`src/sv/assert_macros.svh`:
```
// Assertion helpers, sampled on the rising clock edge and quiet while reset is high.
`ifndef ASSERT_MACROS_SVH
`define ASSERT_MACROS_SVH

`define ASSERT_CLK(lbl, prop, msg) \
   lbl: assert property (@(posedge clock) disable iff (reset) prop) else $error(msg);

`define ASSERT_NEXT(lbl, pre, post, msg) \
   lbl: assert property (@(posedge clock) disable iff (reset) pre |=> post) else $error(msg);

`endif

```
`src/sv/nfd_pkg.sv`:
```
package nfd_pkg;

   localparam int LIST_DEPTH  = 32;
   localparam int MAX_FRAGS   = 64;
   localparam int HDR_LEN     = 4;

   // index store address width
   localparam int IDX_W = (LIST_DEPTH > 1) ? $clog2(LIST_DEPTH) : 1;

   localparam int REQ_DATA_W = 8;
   localparam int RSP_DATA_W = 40;

   typedef enum logic [1:0] {
      ST_RECV,
      ST_RD,
      ST_LOAD
   } state_type;

endpackage

```
`src/sv/nfd_ram.sv`:
```
module nfd_ram #(
   parameter int Width = 8,
   parameter int Depth = 32
) (
   input  logic                                     clock,
   input  logic                                     wr_en,
   input  logic [((Depth > 1) ? $clog2(Depth) : 1)-1:0] wr_addr,
   input  logic [Width-1:0]                         wr_data,
   input  logic                                     rd_en,
   input  logic [((Depth > 1) ? $clog2(Depth) : 1)-1:0] rd_addr,
   output logic [Width-1:0]                         rd_data
);

   logic [Width-1:0] mem_ff [Depth];

   always_ff @(posedge clock) begin
      if (wr_en) begin
         mem_ff[wr_addr] <= wr_data;
      end
      if (rd_en) begin
         rd_data <= mem_ff[rd_addr];
      end
   end

endmodule

```
`src/sv/nack_frame_decoder_core.sv`:
```
// NACK frame decoder. Frame bytes are taken one per clock on req_ while the block is
// receiving and the output register is free or draining; frame_end (req_tlast) closes
// the frame. A rejected frame puts one result with ok = 0 into the output register at
// the closing byte, and byte taking goes on without a gap unless the output stalls. A
// valid frame stops byte taking and replays the buffered indices from the index RAM,
// each by a RAM read held while the output register is busy, then an output load.
// Index RAM has no clearing pass: only entries written by the current frame are read.
`include "assert_macros.svh"

module nack_frame_decoder_core (
   input  logic                              clock,
   input  logic                              reset,
   input  logic                              req_tvalid,
   output logic                              req_tready,
   input  logic [nfd_pkg::REQ_DATA_W-1:0]    req_tdata,   // [7:0] data_byte
   input  logic                              req_tlast,   // frame_end
   output logic                              rsp_tvalid,
   input  logic                              rsp_tready,
   // [7:0] message_type, [15:8] msg_id, [23:16] total_fragments, [29:24] missing_total,
   // [37:30] missing_index, [39:38] zero
   output logic [nfd_pkg::RSP_DATA_W-1:0]    rsp_tdata,
   output logic                              rsp_tuser,   // ok
   output logic                              rsp_tlast    // run_last
);

   nfd_pkg::state_type state_ff, state_in;

   logic [7:0] byte_count_ff, byte_count_in;
   logic [7:0] hdr_type_ff, hdr_type_in;
   logic [7:0] hdr_id_ff, hdr_id_in;
   logic [7:0] hdr_total_ff, hdr_total_in;
   logic [7:0] hdr_count_ff, hdr_count_in;
   logic       bad_ff, bad_in;
   logic [nfd_pkg::IDX_W-1:0] rd_idx_ff, rd_idx_in;

   logic        rsp_valid_ff, rsp_valid_in;
   logic        rsp_ok_ff, rsp_ok_in;
   logic        rsp_last_ff, rsp_last_in;
   logic [7:0]  rsp_type_ff, rsp_type_in;
   logic [7:0]  rsp_id_ff, rsp_id_in;
   logic [7:0]  rsp_total_ff, rsp_total_in;
   logic [5:0]  rsp_count_ff, rsp_count_in;
   logic [7:0]  rsp_index_ff, rsp_index_in;

   logic       accept;
   logic       out_free;
   logic [8:0] slot;
   logic       wr_en;
   logic       rd_en;
   logic [7:0] ram_rd_data;
   logic       frame_ok;
   logic       idx_last;

   nfd_ram #(
      .Width (8),
      .Depth (nfd_pkg::LIST_DEPTH)
   ) u_index_ram (
      .clock   (clock),
      .wr_en   (wr_en),
      .wr_addr (slot[nfd_pkg::IDX_W-1:0]),
      .wr_data (req_tdata),
      .rd_en   (rd_en),
      .rd_addr (rd_idx_ff),
      .rd_data (ram_rd_data)
   );

   assign out_free   = !rsp_valid_ff || rsp_tready;
   assign req_tready = (state_ff == nfd_pkg::ST_RECV) && out_free;
   assign accept     = req_tvalid && req_tready;
   assign slot       = {1'b0, byte_count_ff} - 9'(nfd_pkg::HDR_LEN);
   assign wr_en      = accept && (byte_count_ff >= 8'(nfd_pkg::HDR_LEN))
                       && (slot < 9'(nfd_pkg::LIST_DEPTH));
   assign rd_en      = (state_ff == nfd_pkg::ST_RD) && out_free;
   assign idx_last   = (8'(rd_idx_ff) + 8'd1) == hdr_count_ff;

   always_comb begin
      byte_count_in = byte_count_ff;
      hdr_type_in   = hdr_type_ff;
      hdr_id_in     = hdr_id_ff;
      hdr_total_in  = hdr_total_ff;
      hdr_count_in  = hdr_count_ff;
      bad_in        = bad_ff;
      frame_ok      = 1'b0;

      if (accept) begin
         unique case (byte_count_ff)
            8'd0:    hdr_type_in  = req_tdata;
            8'd1:    hdr_id_in    = req_tdata;
            8'd2:    hdr_total_in = req_tdata;
            8'd3:    hdr_count_in = req_tdata;
            default: begin
               if (req_tdata >= hdr_total_ff) begin
                  bad_in = 1'b1;
               end
            end
         endcase
         if (byte_count_ff != 8'hFF) begin
            byte_count_in = byte_count_ff + 8'd1;
         end
         frame_ok = (byte_count_in >= 8'(nfd_pkg::HDR_LEN))
                    && (hdr_count_in != 8'd0)
                    && ({1'b0, hdr_count_in} <= 9'(nfd_pkg::LIST_DEPTH))
                    && (hdr_total_in != 8'd0)
                    && ({1'b0, hdr_total_in} <= 9'(nfd_pkg::MAX_FRAGS))
                    && ({1'b0, byte_count_in}
                        == 9'(nfd_pkg::HDR_LEN) + {1'b0, hdr_count_in})
                    && !bad_in;
         if (req_tlast) begin
            byte_count_in = 8'd0;
            bad_in        = 1'b0;
         end
      end
   end

   // emit sequencer and output register
   always_comb begin
      state_in     = state_ff;
      rd_idx_in    = rd_idx_ff;
      rsp_valid_in = rsp_valid_ff && !rsp_tready;
      rsp_ok_in    = rsp_ok_ff;
      rsp_last_in  = rsp_last_ff;
      rsp_type_in  = rsp_type_ff;
      rsp_id_in    = rsp_id_ff;
      rsp_total_in = rsp_total_ff;
      rsp_count_in = rsp_count_ff;
      rsp_index_in = rsp_index_ff;

      unique case (state_ff)
         nfd_pkg::ST_RECV: begin
            if (accept && req_tlast) begin
               if (frame_ok) begin
                  rd_idx_in = '0;
                  state_in  = nfd_pkg::ST_RD;
               end else begin
                  rsp_valid_in = 1'b1;
                  rsp_ok_in    = 1'b0;
                  rsp_last_in  = 1'b1;
                  rsp_type_in  = 8'd0;
                  rsp_id_in    = 8'd0;
                  rsp_total_in = 8'd0;
                  rsp_count_in = 6'd0;
                  rsp_index_in = 8'd0;
               end
            end
         end
         nfd_pkg::ST_RD: begin
            if (out_free) begin
               state_in = nfd_pkg::ST_LOAD;
            end
         end
         nfd_pkg::ST_LOAD: begin
            // register was free or drained when the read issued
            rsp_valid_in = 1'b1;
            rsp_ok_in    = 1'b1;
            rsp_last_in  = idx_last;
            rsp_type_in  = hdr_type_ff;
            rsp_id_in    = hdr_id_ff;
            rsp_total_in = hdr_total_ff;
            rsp_count_in = hdr_count_ff[5:0];
            rsp_index_in = ram_rd_data;
            if (idx_last) begin
               state_in = nfd_pkg::ST_RECV;
            end else begin
               rd_idx_in = rd_idx_ff + nfd_pkg::IDX_W'(1);
               state_in  = nfd_pkg::ST_RD;
            end
         end
         default: state_in = nfd_pkg::ST_RECV;
      endcase
   end

   always_ff @(posedge clock) begin
      if (reset) begin
         state_ff      <= nfd_pkg::ST_RECV;
         byte_count_ff <= '0;
         hdr_type_ff   <= '0;
         hdr_id_ff     <= '0;
         hdr_total_ff  <= '0;
         hdr_count_ff  <= '0;
         bad_ff        <= 1'b0;
         rd_idx_ff     <= '0;
         rsp_valid_ff  <= 1'b0;
      end else begin
         state_ff      <= state_in;
         byte_count_ff <= byte_count_in;
         hdr_type_ff   <= hdr_type_in;
         hdr_id_ff     <= hdr_id_in;
         hdr_total_ff  <= hdr_total_in;
         hdr_count_ff  <= hdr_count_in;
         bad_ff        <= bad_in;
         rd_idx_ff     <= rd_idx_in;
         rsp_valid_ff  <= rsp_valid_in;
      end
   end

   always_ff @(posedge clock) begin
      rsp_ok_ff    <= rsp_ok_in;
      rsp_last_ff  <= rsp_last_in;
      rsp_type_ff  <= rsp_type_in;
      rsp_id_ff    <= rsp_id_in;
      rsp_total_ff <= rsp_total_in;
      rsp_count_ff <= rsp_count_in;
      rsp_index_ff <= rsp_index_in;
   end

   assign rsp_tvalid = rsp_valid_ff;
   assign rsp_tuser  = rsp_ok_ff;
   assign rsp_tlast  = rsp_last_ff;
   assign rsp_tdata  = {2'b00, rsp_index_ff, rsp_count_ff, rsp_total_ff,
                        rsp_id_ff, rsp_type_ff};

   `ASSERT_CLK(a_load_into_free, (state_ff == nfd_pkg::ST_LOAD) |-> !rsp_valid_ff, "output register busy at RAM data load")
   `ASSERT_CLK(a_idx_in_range, (state_ff != nfd_pkg::ST_RECV) |-> (8'(rd_idx_ff) < hdr_count_ff), "replay index past missing count")
   `ASSERT_CLK(a_count_clear_emit, (state_ff != nfd_pkg::ST_RECV) |-> (byte_count_ff == 8'd0 && !bad_ff), "frame state not cleared during replay")
   `ASSERT_NEXT(a_last_ends_run, (state_ff == nfd_pkg::ST_LOAD && idx_last), (state_ff == nfd_pkg::ST_RECV && rsp_last_ff), "final index did not close the run")

endmodule

```
`config.mk`:
```
export PLATFORM = sky130hd
export DESIGN_NAME = nack_frame_decoder_core
export DESIGN_NICKNAME = d
export VERILOG_FILES = /design/src/sv/nfd_pkg.sv /design/src/sv/nfd_ram.sv /design/src/sv/nack_frame_decoder_core.sv
export VERILOG_INCLUDE_DIRS = /design/src /design/src/sv
export SDC_FILE = /design/constraint.sdc
export NUM_CORES = 1
export LEC_CHECK = 0
export ABC_AREA = 1
export ABC_CLOCK_PERIOD_IN_PS = 5000
export CORE_MARGIN = 2
export CORE_UTILIZATION = 28
export DETAILED_ROUTE_END_ITERATION = 6
export DONT_BUFFER_PORTS = 1
export PLACE_DENSITY = 0.5
export SYNTH_ARGS = -nofsm -noshare
export SYNTH_HDL_FRONTEND = slang
export SYNTH_HIERARCHICAL = 1
export SYNTH_SLANG_ARGS = --single-unit
```
`constraint.sdc`:
```
create_clock -name clock -period 5 [get_ports clock]
set_clock_uncertainty 0.1 [all_clocks]
set_input_delay 1.25 -clock clock [delete_from_list [all_inputs] [get_ports clock]]
set_output_delay 1.25 -clock clock [all_outputs]
set_load 0.02 [all_outputs]
```
==> results.cfg, run 1 <==
[outcome]
status = finished, final reports clean

[routing]
vias = 10730
drt-vias-per-instance = 4.605
wire_per_inst_um = 18.22
first_pass_iters = 5
postRouteAntennaNets = 0
drt_iter0_markers = 875
wl_mm = 42.46
drc = 0

[final_layout]
final_util = 0.3180
largest_register = u_index_ram/mem_ff
syn2layout_area_growth_pct = 11.96
diodes = 0
final_area_mm2 = 0.01755
largest_reg_flops = 256
drive_above_1_share = 0.07080
nets = 1585
finalNonFillerCells = 2330

[synth]
syn_area_mm2 = 0.01568
ys.flop_type = edfxtp_1
ys_seq_area_frac = 0.6449
synth_edf_count = 304
ys_seq_elements = 353
synth_most_common_cell = nand2_1
synthTopCellsByCount = nand2_1 (517), edfxtp_1 (304), nand3_1 (230)
netlist_top_cells_area = edfxtp_1 (58%), nand2_1 (12%), nand3_1 (7.3%)
postSynthAreaPerCell_um2 = 10.07
synth_warnings = 6
synth_cells = 1557
async_reset_ff_frac = 0
synth_cell_types = 39
yosys.area.top_type = edfxtp_1
post-synth-top-area-fraction = 0.5823

[power]
comb_power_share = 0.026
swShare = 0.2089
switching_power_w = 0.001300
p_per_area_mw_per_mm2 = 354.5
p_leak_nw = 6.640
p_seq_frac = 0.523
vdd_ir_drop_max_mv = 0.2012
power_frac_clock = 0.451
p_int_w = 0.004923
p_total_w = 0.006222

[sta]
drv_slew = 0
fin_crit_ns = 4.120
rsz0062_at_grt = false
setup_viol = 0
period_share = 0.8239
tns_ns = 0
fmax_mhz = 242.7
hold_viol = 0
slew_headroom = 0.1496
tightestPinTransition_ns = 1.276

[cts]
cts_tree = yes
cts_buffers = 39
cts-hold-fix-buffers = 0
path_clk_slew_ns = 0.06
clock_latency_ns = 0.56
cts-root-buf = clkbuf_16
ctsResizeCount = 0
clkSinkCount = 353
cts_setup_buffers = 0
clockBufferDepth = 3
htreeDepth = 2

[global_route]
grt_use_total = 0.1475
grt_pass1_wl_mm = 64.41
grt_pass1_vias = 10590
antenna_found_initial = 0
grt.overflow.total = 0
grt_start_max_net_pins = 85

[setup_path]
critical_path_required_ns = 4.96
crit_arrival_ns = 4.08
rr_startpoint = byte_count_ff[2]
cp_max_fo = 40
reg2reg_slack_ns = 0.88
endpoint_kind = flip-flop
r2r-end = rsp_index_ff[3]
path_class = reg2reg
startpoint = byte_count_ff[2]
crit_end = rsp_index_ff[3]
rr_worst_depth = 18
cp-start-kind = flip-flop

[placed_design]
routabilityCongestion = 0.8293
placed_area_mm2 = 0.01632
dp_cells = 2261
portBuffers = 0
hpwl_mm = 25.84

[floorplan]
core_area_mm2 = 0.05520
rows = 86
die-width_um = 240.6
pin_count = 57
die_y_um = 240.6
dieArea_mm2 = 0.05790
initial_utilization = 0.2840

[run]
drv_cap = 0

[min_path]
holdCritPathClass = reg2reg
worst min-delay path by stage:
stage / start / endpoint / slack [ns] / cells past startpoint
global placement: hdr_id_ff[6] / hdr_id_ff[6] / 0.34 / 2
CTS: hdr_id_ff[0] / hdr_id_ff[0] / 0.36 / 2
global route: hdr_id_ff[0] / hdr_id_ff[0] / 0.37 / 2
finish: hdr_id_ff[2] / hdr_id_ff[2] / 0.35 / 2
detailed placement: hdr_id_ff[0] / hdr_id_ff[0] / 0.35 / 2
floorplan: hdr_id_ff[0] / hdr_id_ff[0] / 0.33 / 2
power by group through the flow:
stage	clock network, W	registers, W	logic [W]
6_report	0.00281	0.00326	0.000159
5_1_grt	0.00299	0.00326	0.000183
3_5_place_dp	0	0.00332	0.000158
3_3_place_gp	0	0.00332	0.000156
4_1_cts	0.00287	0.00326	0.000158
2_1_floorplan	0	0.00331	0.000123
layer usage:
layer / GRT usage / part of all wire
met4: 0.03689 / 0.019
met2: 0.2481 / 0.48
met1: 0.1944 / 0.45
met5: 0 / 0
met3: 0.02985 / 0.052
layout by cell type, fill, tap and decap left out, drive strengths merged, types with 31 or more instances in the layout:
master | netlist | final
inv | 116 | 116
nor2 | 111 | 111
buf | 52 | 31
clkbuf | 24 | 53
edfxtp | 304 | 304
o21ai | 44 | 44
nand2 | 522 | 522
dfxtp | 49 | 49
nand3 | 232 | 232
a21oi | 42 | 42
through the flow:
| stage | setup WS, ns | hold slack [ns] |
|---|---|---|
| 2_1_floorplan | 1.069 | 0.3301 |
| 3_3_place_gp | 0.9210 | 0.3442 |
| 3_5_place_dp | 0.8328 | 0.3462 |
| 4_1_cts | 0.7801 | 0.3555 |
| 5_1_grt | 0.4167 | 0.3749 |
| 6_report | 0.8805 | 0.3535 |
cells by family after synthesis:
family	share of synthesized area
AND/OR/NAND/NOR	0.2390
adder cells (fa/ha/maj)	0.01437
other	0.0002392
XOR/XNOR	0.003911
flip-flops	0.6449
AO/OA/AOI/OAI	0.03575
buffers and inverters	0.06185
final cells by class:
class                   instances  area, µm²
repair buffers                 31      232.7
clock buffers                  53       1069
flip-flops and latches        353      10110
fillers                      5662      37650
inverters                     116      436.7
multi-input cells            1013       4604
clock inverters                16      158.9
well taps                     748      935.9
critical path: stages (launching register included):
cell and delay (ns):
dfxtp_1 0.38, inv_1 0.24, ha_1 0.28, nand2_1 0.13, inv_1 0.19, nand3_4 0.21
o21ai_2 0.26, inv_1 0.10, ha_1 0.29, nand3b_1 0.11, nand2_1 0.06, nor2_1 0.08
nand3_1 0.07, nor2_1 0.10, nand3_1 0.09, nor2_2 0.17, nand2_1 0.08, nand3_1 0.11
nand2_2 0.55
Note: power is estimated with default switching activity, not from simulation.
==> run 2: changes to the inputs <==
ABC_AREA = 0   (was 1)
ABC_CLOCK_PERIOD_IN_PS = 4200   (was 5000)
clock period = 4.2 ns   (was 5 ns; I/O delays follow)
==> results.cfg, run 2 <==
[run]
drv_cap = 0

[sta]
layout_setup_ws_ns = 0.2907
fmax_mhz = 255.8
tns_ns = 0
hold_viol = 0
tightestPinTransition_ns = 0.7797
period_share = 0.9308
rsz0062_at_grt = false
fin_crit_ns = 3.909
slew_headroom = 0.4785
drv_slew = 0
setup_viol = 0
hold_slack_ns = 0.3841

[final_layout]
drive_above_1_share = 0.2338
largest_register = u_index_ram/mem_ff
nets = 978
final_common_cell = edfxtp_1
syn2layout_area_growth_pct = 16.20
final_cell_mix = edfxtp_1 (304), mux4_2 (80), nor2_1 (79), buf_4 (58), dfxtp_1 (47)
largest_reg_flops = 256
final_util = 0.3288
diodes = 0

[placed_design]
hpwl_mm = 22.48
portBuffers = 0
pre_cts_slack_ns = 0.2725
routabilityCongestion = 0.8027

[synth]
synth_mux_area_frac = 0.1550
synth_compound_area_frac = 0.03339
ys_seq_elements = 353
ys.flop_type = edfxtp_1
synthAdderAreaFrac = 0.01518
synthSimpleGateAreaFrac = 0.08026
netlist_top_cells_area = edfxtp_1 (62%), mux4_2 (12%), dfxtp_1 (6.6%)
synth_top_family_by_area = multiplexers
synth_cells = 897
async_reset_ff_frac = 0
synth_cell_types = 67
synthTopCellsByCount = edfxtp_1 (304), mux4_2 (80), nor2_1 (80)
postSynthAreaPerCell_um2 = 16.54
synth_most_common_cell = edfxtp_1
syn_area_mm2 = 0.01484
post-synth-top-area-fraction = 0.6151
synth_xor_area_frac = 0.01332
synth_warnings = 6
yosys.area.top_type = edfxtp_1
ys_seq_area_frac = 0.6812
synth_edf_count = 304

[setup_path]
cp-start-kind = flip-flop
cp_max_fo = 40
critical_path_required_ns = 4.36
path_class = reg2reg
reg2reg_slack_ns = 0.29
r2r-end = rsp_total_ff[3]
crit_arrival_ns = 4.07
rr_worst_depth = 12
endpoint_kind = flip-flop
rr_startpoint = byte_count_ff[4]

[routing]
wl_mm = 35.31
drt_iter0_markers = 655
drt-vias-per-instance = 4.768
drc = 0
postRouteAntennaNets = 0
wire_per_inst_um = 21.23
first_pass_iters = 5
vias = 7929

[cts]
cts_buffers = 38
cts_tree = yes
htreeDepth = 2
cts-root-buf = clkbuf_16
clkSinkCount = 353
cts_setup_buffers = 0
path_clk_slew_ns = 0.06
clockBufferDepth = 3
clock_latency_ns = 0.53
ctsResizeCount = 0
cts-hold-fix-buffers = 0

[global_route]
grt_use_total = 0.1327
grt_pass1_wl_mm = 53.94
grt.overflow.total = 0
grt_pass1_vias = 8244
grt_start_max_net_pins = 50
antenna_found_initial = 5

[min_path]
hold_depth = 2
min_to = hdr_id_ff[0]
holdCritPathClass = reg2reg
min_from = hdr_id_ff[0]

[floorplan]
pin_count = 57
rows = 84
initial_utilization = 0.2830
die-width_um = 234.2
core_area_mm2 = 0.05245
die_y_um = 234.2
dieArea_mm2 = 0.05486

[power]
p_total_w = 0.007344
p_leak_nw = 5.435
p_per_area_mw_per_mm2 = 425.9
vdd_ir_drop_max_mv = 0.2609

[outcome]
status = finished, final reports clean
-- run 2: layout make-up --
| type | instances | area [µm²] |
|---|---|---|
| well taps | 688 | 860.8 |
| inverters | 19 | 71.32 |
| multi-input cells | 474 | 4434 |
| fillers | 5047 | 35200 |
| clock inverters | 20 | 205.2 |
| clock buffers | 48 | 1062 |
| repair buffers | 61 | 495.5 |
| flip-flops and latches | 353 | 10110 |
-- run 2: kinds of logic (layout without fill, tap and decap cells) --
family | count (synthesis) | after routing
compound gates | 76 | 76
xor+xnor | 21 | 21
mux | 128 | 128
fa+ha+maj | 18 | 18
buf+inv | 71 | 148
simple gates | 229 | 229
other cells | 1 | 2
flops | 353 | 353
-- run 2: layer usage --
metal	vias to the layer above	track usage	wire, µm
li1	3594	-	-
met1	4101	0.1867	16430
met2	192	0.2116	16630
met3	40	0.02420	1678
met4	2	0.03323	557
met5	-	0	12
-- run 2: critical path, cell delays in order, from the launching register on --
cell	delay [ns]
dfxtp_1	0.31
or4_4	0.59
nor2_8	0.13
mux2i_2	0.34
ha_1	0.30
xor2_1	0.15
xnor2_1	0.14
a2111oi_2	0.33
nand4_1	0.14
or4_4	0.56
o21ai_2	0.23
a21oi_4	0.09
buf_12	0.21
-- run 2: per-stage QoR --
step                      instances  area [µm²]
after detailed placement       1595       15980
after global placement         1595       15980
after global routing           1663       17240
after floorplan                 898       14860
final                          1663       17240
after CTS                      1663       17240
-- run 2: how the worst max path moves through the flow --
stage                           startpoint         endpoint  cells after the start
after floorplan           byte_count_ff[2]  rsp_count_ff[0]                     15
after global routing      byte_count_ff[7]  rsp_total_ff[3]                     13
after CTS                 byte_count_ff[4]        rsp_tuser                     12
after detailed placement      req_tdata[0]        rsp_tuser                     11
final                     byte_count_ff[4]  rsp_total_ff[3]                     12
after global placement        req_tdata[0]  rsp_index_ff[5]                     11
-- run 2: power breakdown --
group / internal (W) / switching, W
clock network: 0.00204 / 0.00135
logic: 0.0000446 / 0.0000622
registers: 0.00382 / 0.0000310
==> run 3: changes to the inputs <==
ABC_AREA = 1   (was 0)
PLACE_DENSITY = not set   (was 0.5)
==> results.cfg, run 3 (synthesized netlist as in run 1, its figures left out) <==
[sta]
hold_viol = 0
drv_slew = 0
fin_crit_ns = 3.837
layout_setup_ws_ns = 0.3627
slew_headroom = 0.1747
tns_ns = 0
rsz0062_at_grt = false
tightestPinTransition_ns = 1.238
period_share = 0.9137
fmax_mhz = 260.6
setup_viol = 0

[floorplan]
pin_count = 57
die_y_um = 240.6
core_area_mm2 = 0.05520
dieArea_mm2 = 0.05790
rows = 86
initial_utilization = 0.2840
die-width_um = 240.6

[outcome]
status = finished, final reports clean

[run]
drv_cap = 0

[setup_path]
cp_max_fo = 37
crit_family = simple AND/OR/NAND/NOR gates
path_class = reg2reg
critPathBufInv = 3
endpoint_kind = flip-flop
reg2reg_slack_ns = 0.36
critical_path_required_ns = 4.28
startpoint = byte_count_ff[1]
rr_startpoint = byte_count_ff[1]
slowest_stage = dfxtp_1
cp-start-kind = flip-flop
crit_arrival_ns = 3.91
slowest_delay_ns = 0.56
path_cells = ha_1 -> nand2_1 -> inv_1 -> nand3_4 -> o21ai_2 -> inv_1 -> ha_1 -> nand3b_1 -> nand2_1 -> nor2_1 -> nand3_1 -> nor2_1 -> nand3_1 -> nor2_2 -> nand2_1 -> nand3_1 -> nand2_2 -> buf_4

[global_route]
grt_use_total = 0.1350
antenna_found_initial = 0
grt_pass1_wl_mm = 60.64
grt_pass1_vias = 10490
grt.overflow.total = 0
grt_start_max_net_pins = 68

[final_layout]
final_util = 0.3221
final_common_cell = nand2_1
drive_above_1_share = 0.08193
nFillCells = 5535
multi_input_area_mm2 = 0.004604
seq_area_mm2 = 0.01011
diodes = 0
nets = 1601
syn2layout_area_growth_pct = 13.42
final_cell_mix = nand2_1 (516), edfxtp_1 (304), nand3_1 (230), inv_1 (114), nor2_1 (104)
largest_register = u_index_ram/mem_ff
largest_reg_flops = 256

[cts]
clkSinkCount = 353
cts-hold-fix-buffers = 0
path_clk_slew_ns = 0.06
clock_latency_ns = 0.56
cts-root-buf = clkbuf_16
ctsResizeCount = 0
cts_setup_buffers = 0
cts_tree = yes
clockBufferDepth = 3
cts_buffers = 39
htreeDepth = 2

[placed_design]
routabilityCongestion = 0.9200
portBuffers = 0
pre_cts_slack_ns = 0.4125
hpwl_mm = 24.12

[power]
p_total_w = 0.007610
vdd_ir_drop_max_mv = 0.2452
p_leak_nw = 6.773
p_per_area_mw_per_mm2 = 428.0

[routing]
drc = 0
vias = 10870
first_pass_iters = 5
wire_per_inst_um = 16.64
wl_mm = 39.06
drt_iter0_markers = 935
postRouteAntennaNets = 0
drt-vias-per-instance = 4.633

[min_path]
min_from = hdr_id_ff[4]
holdCritPathClass = reg2reg
==> run 3: path summary, 6_finish.rpt <==
path,endpoint,cells past startpoint
worst max-delay path,rsp_index_ff[4],18
worst min-delay path,hdr_id_ff[4],2
worst max register to register,rsp_index_ff[4],18
worst min register to register,hdr_id_ff[4],2
==> run 3: worst reg2reg max path: cells and delay by family (launching register included) <==
family | cells | cell delay, ns
adders and majority gates | 2 | 0.63
DFF | 1 | 0.56
buffers and inverters | 3 | 0.71
and+or+nand+nor | 12 | 1.15
AOI/OAI and AO/OA | 1 | 0.28
==> run 3: layout make-up <==
class                      count  area share
tap                          748     0.05264
sequential                   353      0.5689
inverter                     116     0.02456
clock buffer                  51     0.06031
clock inverter                19     0.01485
multi-input combinational   1013      0.2590
timing repair buffer          47     0.01984
==> run 3: metrics by stage <==
step | std cells | hold WS, ns | cell area (µm²)
after floorplan | 1558 | 0.3301 | 15680
after global placement | 2277 | 0.3473 | 16440
after detailed placement | 2277 | 0.3497 | 16440
after CTS | 2347 | 0.3585 | 17780
after global routing | 2347 | 0.3760 | 17780
final | 2347 | 0.3575 | 17780
==> run 3: power by group <==
group	internal [W]	switching [W]	total, W	leakage, nW
Combinational	0.0000606	0.000132	0.000193	2.97
Sequential	0.00384	0.0000371	0.00387	3.16
Clock	0.00217	0.00137	0.00354	0.646
==> run 3: metal layers <==
layer	share of wire	wire (µm)	track usage
met1	0.44	17150	0.1789
met2	0.48	18850	0.2234
met3	0.048	1873	0.02173
met4	0.030	1187	0.04818
met5	0	0	0
